===== config.mk =====
export PLATFORM = sky130hd
export DESIGN_NAME = pta_front
export DESIGN_NICKNAME = d
export VERILOG_FILES = /design/src/sv/pta_pkg.sv /design/src/sv/pta_front.sv
export SDC_FILE = /design/constraint.sdc
export NUM_CORES = 1
export LEC_CHECK = 0
export ABC_AREA = 1
export BUFFER_PORTS_ARGS = -buffer_cell sky130_fd_sc_hd__buf_4
export CORE_MARGIN = 2
export CORE_UTILIZATION = 52
export CTS_BUF_LIST = sky130_fd_sc_hd__clkbuf_4 sky130_fd_sc_hd__clkbuf_8 sky130_fd_sc_hd__clkbuf_16
export CTS_CLUSTER_DIAMETER = 200
export CTS_CLUSTER_SIZE = 12
export DETAILED_ROUTE_END_ITERATION = 10
export PLACE_DENSITY = 0.79
export SLEW_MARGIN = 20
export SYNTH_ARGS = -nofsm -noshare
export SYNTH_HDL_FRONTEND = slang
export SYNTH_SLANG_ARGS = --single-unit

===== constraint.sdc =====
create_clock -name clock -period 7.4 [get_ports clock]
set_input_delay 1.11 -clock clock [delete_from_list [all_inputs] [get_ports clock]]
set_output_delay 1.11 -clock clock [all_outputs]
set_load 0.05 [all_outputs]

===== src/sv/pta_pkg.sv =====
// Shared types, constants and angle arithmetic for the pose transition blend.
// Used by pta_front, pta_ease, pta_back and pose_transition_angle_blend.
package pta_pkg;

   localparam int ANGLE_W = 12;
   localparam int JOINT_W = 6;
   localparam int TAG_W   = 16;
   localparam int TIME_W  = 16;
   localparam int CLOCK_W = 17;
   localparam int EASE_W  = 17;

   localparam logic [EASE_W-1:0]  ONE_Q16   = 17'h10000;
   localparam logic [CLOCK_W-1:0] CLOCK_MAX = 17'h1FFFF;
   localparam logic [ANGLE_W-1:0] HALF_TURN = 12'd2048;
   localparam logic [17:0]        EASE_K3   = 18'd196608;

   typedef struct packed {
      logic [JOINT_W-1:0] joint_index;
      logic [ANGLE_W-1:0] angle_x;
      logic [ANGLE_W-1:0] angle_y;
      logic [ANGLE_W-1:0] angle_z;
      logic [TAG_W-1:0]   sequence_tag;
      logic [TAG_W-1:0]   motion_id;
      logic [TIME_W-1:0]  elapsed_time;
      logic [TIME_W-1:0]  blend_duration;
      logic               is_frame;
   } item_type;

   typedef struct packed {
      logic [JOINT_W-1:0] out_joint;
      logic [ANGLE_W-1:0] out_x;
      logic [ANGLE_W-1:0] out_y;
      logic [ANGLE_W-1:0] out_z;
      logic               blending;
      logic [TAG_W-1:0]   transition_count;
   } result_type;

   typedef enum logic [2:0] {
      B_IDLE, B_FRAME, B_SWEEP, B_EASE, B_WAIT, B_READ, B_MIX
   } back_state_type;

   typedef enum logic [1:0] {
      E_IDLE, E_DIV, E_SQR, E_CUBE
   } ease_state_type;

   function automatic logic [ANGLE_W-1:0] mix_angle(input logic [ANGLE_W-1:0] from,
                                                   input logic [ANGLE_W-1:0] to,
                                                   input logic [EASE_W-1:0]  w);
      logic [ANGLE_W-1:0] d;
      logic [ANGLE_W-1:0] mag;
      logic               neg;
      logic [28:0]        prod;
      logic [ANGLE_W-1:0] r;
      d    = to - from + HALF_TURN;
      neg  = ~d[ANGLE_W-1];
      mag  = neg ? (HALF_TURN - d) : (d - HALF_TURN);
      prod = 29'(mag) * 29'(w);
      r    = ANGLE_W'((prod + 29'd32768) >> 16);
      return neg ? (from - r) : (from + r);
   endfunction

endpackage


===== src/sv/pta_front.sv =====
// Input side: accepts items, tags frame starts and queues them two deep.
// Depends on pta_pkg.
module pta_front (
   input  logic                             clock,
   input  logic                             reset,
   input  logic                             req_valid,
   output logic                             req_ready,
   input  logic [pta_pkg::JOINT_W-1:0]      req_joint_index,
   input  logic [pta_pkg::ANGLE_W-1:0]      req_angle_x,
   input  logic [pta_pkg::ANGLE_W-1:0]      req_angle_y,
   input  logic [pta_pkg::ANGLE_W-1:0]      req_angle_z,
   input  logic [pta_pkg::TAG_W-1:0]        req_sequence_tag,
   input  logic [pta_pkg::TAG_W-1:0]        req_motion_id,
   input  logic [pta_pkg::TIME_W-1:0]       req_elapsed_time,
   input  logic [pta_pkg::TIME_W-1:0]       req_blend_duration,
   output pta_pkg::item_type                head,
   output logic                             head_valid,
   input  logic                             pop
);
   import pta_pkg::*;

   item_type   q_ff [2];
   logic       wr_ptr_ff, wr_ptr_in;
   logic       rd_ptr_ff, rd_ptr_in;
   logic [1:0] count_ff, count_in;
   item_type   incoming;
   logic       push;

   assign req_ready  = (count_ff != 2'd2);
   assign push       = req_valid && req_ready;
   assign head       = q_ff[rd_ptr_ff];
   assign head_valid = (count_ff != 2'd0);

   always_comb begin
      incoming.joint_index    = req_joint_index;
      incoming.angle_x        = req_angle_x;
      incoming.angle_y        = req_angle_y;
      incoming.angle_z        = req_angle_z;
      incoming.sequence_tag   = req_sequence_tag;
      incoming.motion_id      = req_motion_id;
      incoming.elapsed_time   = req_elapsed_time;
      incoming.blend_duration = req_blend_duration;
      incoming.is_frame       = (req_joint_index == '0);
   end

   always_comb begin
      wr_ptr_in = push ? ~wr_ptr_ff : wr_ptr_ff;
      rd_ptr_in = pop ? ~rd_ptr_ff : rd_ptr_ff;
      count_in  = count_ff + {1'b0, push} - {1'b0, pop};
   end

   always_ff @(posedge clock) begin
      if (reset) begin
         wr_ptr_ff <= 1'b0;
         rd_ptr_ff <= 1'b0;
         count_ff  <= 2'd0;
      end else begin
         wr_ptr_ff <= wr_ptr_in;
         rd_ptr_ff <= rd_ptr_in;
         count_ff  <= count_in;
      end
   end

   always_ff @(posedge clock) begin
      if (push) begin
         q_ff[wr_ptr_ff] <= incoming;
      end
   end

endmodule


==> flow_summary.yaml, run 1 <==
timing:
  max-slew-margin-rel: 0.2912
  max_freq_mhz: 257.7
  drv_slew: 0
  rsz0062_at_grt: "no"
  setup_tns_ns: 0
  final.period_utilization: 0.5245
  setup-violations-final: 0
  fin_crit_ns: 3.881
  fin_skew_ns: 0.01370
  report.final.hold_viol_count: 0
  max_slew.worst_pin.slew_ns: 1.063
  setup_ws_ns: 3.519
detailed_routing:
  drt_drc_violations_left: 0
  totalWireLength_um: 15040
  wl_per_cell_um: 18.68
  ant_nets: 0
  dr.pass1.iters: 4
  vias_per_cell: 5.145
  drt_iter0_markers: 225
  dr_total_vias: 4142
floorplanning:
  io_pins: 219
  die_w_um: 128.6
  start_util: 0.5310
  die_h_um: 128.6
  placement_rows: 45
  core_area_um2: 15200
  die_area_um2: 16540
clock_tree:
  hold_buffers: 0
  insertion_delay_ns: 0.49
  clockRootBuffer: "clkbuf_16"
  clk_pin_slew_worst_paths_ns: 0.06
  ctsResizeCount: 0
  cts.sinks: 219
  cts_tree: "yes"
  numCtsBuffers: 22
  cts_buffer_depth: 3
  htree_levels: 1
  cts_setup_buffers: 0
pwr:
  ir_drop_v: 0.0002139
  p_leak_nw: 4.056
  cellPowerDensity_nw_per_um2: 306.7
critical_path:
  cp.arrival_ns: 2.77
  cp-end-kind: "output pin"
  cp_max_fo: 73
  worstPathBufferInverterCount: 2
  slowest_delay_ns: 1.02
  worst_ep_required_time_ns: 6.29
  path_cells: "buf_4, mux2_2, buf_4"
  crit_family: "flip-flops"
  crit_type: "flip-flop to output pin"
  crit_path_frequent_cell: "buf_4"
  r2r-end: "q_ff[0][58]"
  rr_worst_depth: 5
  crit_slowest_cell: "dfxtp_4"
  reg2reg_slack_ns: 4.57
  crit_path_start_kind: "flip-flop"
  r2r_start: "count_ff[0]"
grt:
  grt_max_degree: 79
  first_global_vias: 4321
  grt_pass1_wl_um: 22110
  grt_usage: 0.1732
  grt_overflow: 0
  antenna_found_initial: 0
synth:
  ys_warn_count: 0
  postSynthAreaPerCell_um2: 21.94
  yosysSeqAreaShare: 0.8084
  synthesis.area_um2: 8073
  synthDistinctLibCells: 14
  synth_nets: 479
  ys_ff_latch: 219
  synth_cells: 368
final_layout:
  antenna_cells: 0
  fillCellCount: 968
  drive_above_1_share: 0.6013
  final_nets: 712
  area_delta_synth_final_pct: 31.32
place:
  post-place-ws_ns: 3.876
  place.port_buffers: 218
  dp_hpwl_um: 9782
  gp_congestion: 0.7332
worst_hold_path:
  min_path_type: "flip-flop to flip-flop"
  hold_depth: 2
  whs_endpoint: "rd_ptr_ff"
  min_from: "rd_ptr_ff"
run:
  maxCapViolCount: 0
outcome:
  status: "finished, final reports clean"
==> area by class of cell <==
type / instances / area, um2 / share of cell area
Multi-Input combinational cell: 131 / 1448 / 0.1366
Sequential cell: 219 / 6530 / 0.6160
Clock buffer: 39 / 695.7 / 0.06562
Tap cell: 188 / 235.2 / 0.02219
Inverter: 6 / 22.52 / 0.002124
Timing Repair Buffer: 221 / 1659 / 0.1565
Clock inverter: 1 / 11.26 / 0.001062
==> tightest hold or removal path: stages (launching register included) <==
cell     delay [ns]
dfxtp_1        0.34
xnor2_1        0.09
nor2_1         0.08
==> routing by layer <==
metal / global-route usage / part of all wire / up-vias
li1: - / - / 1908
met1: 0.2197 / 0.40 / 2029
met2: 0.3007 / 0.50 / 181
met3: 0.04366 / 0.081 / 24
met4: 0.04668 / 0.020 / 0
met5: 0 / 0 / -
==> cell usage in the layout (no fill, tap or decap) <==
cell type | synthesis | layout
nor2_4 | 0 | 2
edfxtp_1 | 214 | 214
nor3_1 | 2 | 2
nor2_1 | 7 | 5
xnor2_1 | 2 | 2
dfxtp_1 | 5 | 4
clkbuf_4 | 0 | 16
inv_8 | 0 | 1
nand2_1 | 9 | 9
a21oi_1 | 2 | 2
buf_4 | 0 | 221
nand3_1 | 1 | 1
mux2_4 | 30 | 30
clkbuf_16 | 0 | 23
dfxtp_4 | 0 | 1
ha_1 | 1 | 1
mux2_2 | 77 | 77
inv_1 | 6 | 6
==> where the power goes <==
part / switching, mW / leakage, nW / internal [mW] / total (mW)
registers: 0.0401 / 2.04 / 1.48 / 1.52
clock network: 0.422 / 0.363 / 0.640 / 1.06
logic: 0.435 / 1.65 / 0.231 / 0.665
total: 0.897 / 4.06 / 2.35 / 3.25
==> kinds of logic (layout without fill, tap and decap cells) <==
group	Yosys count	in the layout	synth area share
xor gates and xnor gates	2	2	0.002170
buffers and inverters	18	267	0.01410
muxes	107	107	0.1632
adders and majority gates	1	1	0.001550
AOI/OAI and AO/OA	2	2	0.001240
DFF	219	219	0.8084
and+or+nand+nor	19	19	0.009299
==> how the worst max path moves through the flow <==
stage	startpoint	to	slack [ns]	cells after the start
5_1_grt	flip-flop	head[26]	3.35	3
3_3_place_gp	req_valid	q_ff[1][84]	3.95	4
2_1_floorplan	req_valid	q_ff[1][0]	1.07	2
4_1_cts	flip-flop	head[26]	3.44	3
3_5_place_dp	req_valid	q_ff[0][56]	3.88	4
6_report	flip-flop	head[26]	3.52	3
==> sequential cells by signal, summed over array words and instances (netlist names), named ones only <==
signal,count
count_ff,2
rd_ptr_ff,1
wr_ptr_ff,1
q_ff,214
==> cell usage after synthesis <==
| library cell | number | area share |
|---|---|---|
| a21oi_1 | 2 | 0.0012 |
| buf_2 | 7 | 0.0043 |
| buf_6 | 5 | 0.0070 |
| dfxtp_1 | 5 | 0.012 |
| edfxtp_1 | 214 | 0.80 |
| ha_1 | 1 | 0.0015 |
| inv_1 | 6 | 0.0028 |
| mux2_2 | 77 | 0.11 |
| mux2_4 | 30 | 0.056 |
| nand2_1 | 9 | 0.0042 |
| nand3_1 | 1 | 0.00062 |
| nor2_1 | 7 | 0.0033 |
| nor3_1 | 2 | 0.0012 |
| xnor2_1 | 2 | 0.0022 |
==> through the flow <==
step           std cells  area (um2)  hold WS (ns)  power [mW]    util
2_1_floorplan        368        8073        0.4799       2.018       -
3_3_place_gp         765        9894        0.4931       2.205  0.6509
3_5_place_dp         765        9894        0.5407       2.221  0.6509
4_1_cts              805       10600        0.5469       3.285  0.6974
5_1_grt              805       10600        0.5908       3.361  0.6974
6_report             805       10600        0.5460       3.252  0.6974
Power figures use the tool's default switching activity.
==> inputs of run 2 (changes only) <==
- CORE_UTILIZATION: 52 -> 47
- PLACE_DENSITY: 0.79 -> 0.76
- clock period: 7.4 -> 3.3 ns (I/O delays scaled with it)
==> run 2 against run 1 <==
Register-to-register slack lost 3.1 ns. Global-route usage is 1.1 points lower. Total power is 120% higher.
==> flow_summary.yaml, run 2 (synthesis gave the netlist of run 1 again) <==
outcome:
  status: "finished, final reports clean"
timing:
  final.period_utilization: 0.7907
  fin_skew_ns: 0.01120
  drv_slew: 0
  max_freq_mhz: 383.3
  rsz0062_at_grt: "no"
  setup_tns_ns: 0
  setup_ws_ns: 0.6908
  setup-violations-final: 0
  max_slew.worst_pin.slew_ns: 0.6107
  fin_crit_ns: 2.609
  report.final.hold_viol_count: 0
  max-slew-margin-rel: 0.5928
final_layout:
  antenna_cells: 0
  largest_register_ffs: 214
  area_delta_synth_final_pct: 32.63
  largest-register: "q_ff"
  reg_top3: "q_ff (214), count_ff (2)"
  final_cell_area_um2: 10710
  layout_common_cells: "220 x buf_4, 214 x edfxtp_1, 77 x mux2_2"
  final_nets: 715
  drive_above_1_share: 0.6026
  mostFrequentLayoutCell: "buf_4"
critical_path:
  crit_family: "flip-flops"
  crit_type: "flip-flop to output pin"
  worst_ep_required_time_ns: 2.80
  worstPathBufferInverterCount: 2
  cp-end-kind: "output pin"
  cp_max_fo: 48
  crit_slowest_cell: "dfxtp_4"
  path_cells: "buf_12, mux2_2, buf_4"
  cp.arrival_ns: 2.11
  crit_path_start_kind: "flip-flop"
  slowest_delay_ns: 0.66
floorplanning:
  start_util: 0.4834
  die_area_um2: 18240
  core_area_um2: 16700
  placement_rows: 47
  die_w_um: 135.1
  io_pins: 219
  die_h_um: 135.1
grt:
  grt_usage: 0.1622
  grt_max_degree: 65
  gr-usage-met3: 0.05330
  antenna_found_initial: 0
  met1_usage: 0.1875
  grt_pass1_wl_um: 22890
  grt_overflow: 0
  top_usage_layer: "met2"
  first_global_vias: 4524
  use_met2: 0.2854
detailed_routing:
  dr_total_vias: 4125
  wl_per_cell_um: 18.14
  drt_iter0_markers: 204
  drt_drc_violations_left: 0
  dr.pass1.iters: 4
  ant_nets: 0
  totalWireLength_um: 15220
  vias_per_cell: 4.917
pwr:
  p_leak_nw: 4.081
  cellPowerDensity_nw_per_um2: 681.3
  ir_drop_v: 0.0005786
clock_tree:
  numCtsBuffers: 22
  htree_levels: 1
  cts_tree: "yes"
  cts_buffer_depth: 3
  cts_setup_buffers: 0
  clockRootBuffer: "clkbuf_16"
  ctsResizeCount: 0
  cts.sinks: 219
  insertion_delay_ns: 0.49
  clk_pin_slew_worst_paths_ns: 0.06
  hold_buffers: 0
place:
  post-place-ws_ns: 1.186
  placed_area_um2: 10010
  dp_hpwl_um: 10010
  place.port_buffers: 218
  gp_congestion: 0.7123
worst_hold_path:
  min_path_type: "input pin to flip-flop"
run:
  maxCapViolCount: 0
## run 2: final timing paths
path	start	endpoint	slack, ns	cells past startpoint
max	flip-flop	head[68]	0.69	3
min	req_angle_y[6]	q_ff[0][83]	0.19	1
max reg2reg	count_ff[0]	q_ff[1][71]	1.52	5
min reg2reg	rd_ptr_ff	rd_ptr_ff	0.52	2
## run 2: cell type report
type,instances,area (um2)
Sequential cell,219,6530
Clock inverter,1,11.26
Multi-Input combinational cell,131,1448
Timing Repair Buffer,224,1732
Fill cell,1199,5995
Inverter,6,22.52
Tap cell,220,275.3
Clock buffer,38,688.2
## run 2: report_power, final
part           switching (mW)  total [mW]  internal [mW]
Combinational           0.994        1.53          0.534
Clock                   0.950        2.37           1.42
Sequential             0.0704        3.39           3.32
Total                    2.01        7.29           5.28
## run 2: routing by layer
metal | part of all wire | up-vias
li1 | - | 1910
met1 | 0.38 | 2015
met2 | 0.50 | 170
met3 | 0.093 | 30
met4 | 0.023 | 0
met5 | 0 | -
## run 2: per-stage QoR
stage	hold slack, ns	instances	utilization	power [mW]
3_3_place_gp	0.4974	800	0.5992	4.960
4_1_cts	0.1623	839	0.6411	7.393
3_5_place_dp	0.5117	800	0.5992	4.998
5_1_grt	0.1643	839	0.6411	7.562
6_report	0.1855	839	0.6411	7.294
2_1_floorplan	0.4799	368	-	4.507
==> inputs of run 3 (changes only) <==
- clock period: 3.3 -> 2.1 ns (I/O delays scaled with it)
==> run 3 against run 2 <==
Clock-buffer cell count up 1. Core utilization increased by 6.6 points. Critical path depth unchanged. First-iteration DRC count rose by 35%. Sequential cell count is the same. Largest cell class unchanged. Register-to-register slack lost 0.97 ns. Worst setup slack lost 0.68 ns. Clock power increased by 57%.
==> flow_summary.yaml, run 3 (synthesis gave the netlist of run 1 again) <==
final_layout:
  mostFrequentLayoutCell: "edfxtp_1"
  drive_above_1_share: 0.5335
  largest-register: "q_ff"
  reg_top3: "q_ff (214), count_ff (2)"
  final_nets: 811
  antenna_cells: 0
  layout_common_cells: "214 x edfxtp_1, 209 x buf_4, 92 x dlygate4sd3_1"
  largest_register_ffs: 214
  fin_cells: 936
  fillCellCount: 1023
  area_delta_synth_final_pct: 46.30
  final_cell_area_um2: 11810
floorplanning:
  placement_rows: 47
  die_w_um: 135.1
  start_util: 0.4834
  core_area_um2: 16700
  io_pins: 219
  die_h_um: 135.1
  die_area_um2: 18240
place:
  dp.cells: 803
  placed_area_um2: 10090
  place.port_buffers: 218
  dp_hpwl_um: 10160
  gp_congestion: 0.7411
detailed_routing:
  ant_nets: 0
  drt_drc_violations_left: 0
  dr_total_vias: 4527
  drt_iter0_markers: 275
  wl_per_cell_um: 18.30
  dr.pass1.iters: 4
  vias_per_cell: 4.837
  totalWireLength_um: 17130
timing:
  max_slew.worst_pin.slew_ns: 0.5705
  rsz0062_at_grt: "yes"
  max-slew-margin-rel: 0.6197
  max_freq_mhz: 478.4
  fin_skew_ns: 0.01319
  final.period_utilization: 0.9955
  report.final.hold_viol_count: 0
  fin_crit_ns: 2.091
  drv_slew: 0
  setup-violations-final: 0
  holdWs_ns: 0.02264
pwr:
  fin_total_pwr_mw: 11.73
  ir_drop_v: 0.0008020
  p_leak_nw: 4.548
  cellPowerDensity_nw_per_um2: 993.1
clock_tree:
  insertion_delay_ns: 0.49
  htree_levels: 1
  cts_tree: "yes"
  cts.sinks: 219
  clockRootBuffer: "clkbuf_16"
  cts_buffer_depth: 3
  numCtsBuffers: 22
  clk_pin_slew_worst_paths_ns: 0.06
worst_hold_path:
  min_path_type: "input pin to flip-flop"
critical_path:
  worst_ep_required_time_ns: 1.78
  cp.arrival_ns: 1.78
  crit_path_start_kind: "flip-flop"
  cp-end-kind: "output pin"
  crit_type: "flip-flop to output pin"
  cp_max_fo: 41
grt:
  grt_max_degree: 66
  first_global_vias: 5078
  grt_usage: 0.1817
  antenna_found_initial: 0
  grt_pass1_wl_um: 25700
  grt_overflow: 0
outcome:
  status: "finished, final reports clean"
run:
  maxCapViolCount: 0
==> run 3: cell types whose count changed in the layout (fill, tap and decap cells not counted) <==
cell and change:
buf_16 +2, nand2_1 -2, mux2_2 -6, dfxtp_1 -1, mux2_4 +6, buf_4 -11
nand2_8 +2, dfxtp_2 +1, buf_6 +13, clkbuf_4 +1, inv_2 +1, dlygate4sd3_1 +92
inv_1 -1
==> run 3: report_power, final <==
| part | internal, mW | leakage [nW] | switching, mW |
|---|---|---|---|
| logic | 1.01 | 2.15 | 1.66 |
| clock network | 2.25 | 0.363 | 1.48 |
| registers | 5.23 | 2.04 | 0.106 |
| total | 8.49 | 4.55 | 3.24 |
==> run 3: metal layers <==
metal | global-route usage | wire length, um | vias up
met4 | 0.05035 | 291 | 0
met3 | 0.05255 | 1243 | 29
met2 | 0.3311 | 9023 | 183
li1 | - | - | 2105
met1 | 0.2093 | 6572 | 2210
met5 | 0 | 0 | -
==> run 3: final cells by class <==
| cell class | instances | area, um2 | share of cell area |
|---|---|---|---|
| clock buffer | 39 | 695.7 | 0.05890 |
| clock inverter | 1 | 11.26 | 0.0009535 |
| inverter | 6 | 22.52 | 0.001907 |
| multi-input combinational | 131 | 1503 | 0.1272 |
| sequential | 219 | 6531 | 0.5530 |
| tap | 220 | 275.3 | 0.02331 |
| timing repair buffer | 320 | 2771 | 0.2347 |
==> run 3: path summary, 6_finish.rpt <==
check,start,slack [ns],to,cells past startpoint
max reg2reg,count_ff[1],0.55,q_ff[0][7],4
min reg2reg,rd_ptr_ff,0.55,rd_ptr_ff,2
max,flip-flop,0.009,head[24],3
min,req_sequence_tag[9],0.02,q_ff[0][58],1
==> run 3: worst max-delay path, stage by stage (launching register included) <==
cell	delay (ns)
dfxtp_4	0.42
buf_16	0.24
mux2_2	0.39
buf_4	0.19
==> run 3: repair_timing <==
| action | in CTS | in global routing |
|---|---|---|
| endpoints found under the setup margin | 96 | 51 |
| buffers inserted | 1 | 0 |
| hold endpoints to repair | 171 | 5 |
| gates resized for setup | 6 | 15 |
| hold buffers | 89 | 3 |
==> run 3: metrics by stage <==
stage / setup slack, ns / TNS (ns) / util
floorplan: -0.5092 / -106.05 / -
global placement: 0.3876 / 0 / 0.6041
detailed placement: 0.3791 / 0 / 0.6041
CTS: -0.001667 / -0.004154 / 0.7020
global route: -0.04110 / -0.8812 / 0.7071
finish: 0.009498 / 0 / 0.7071
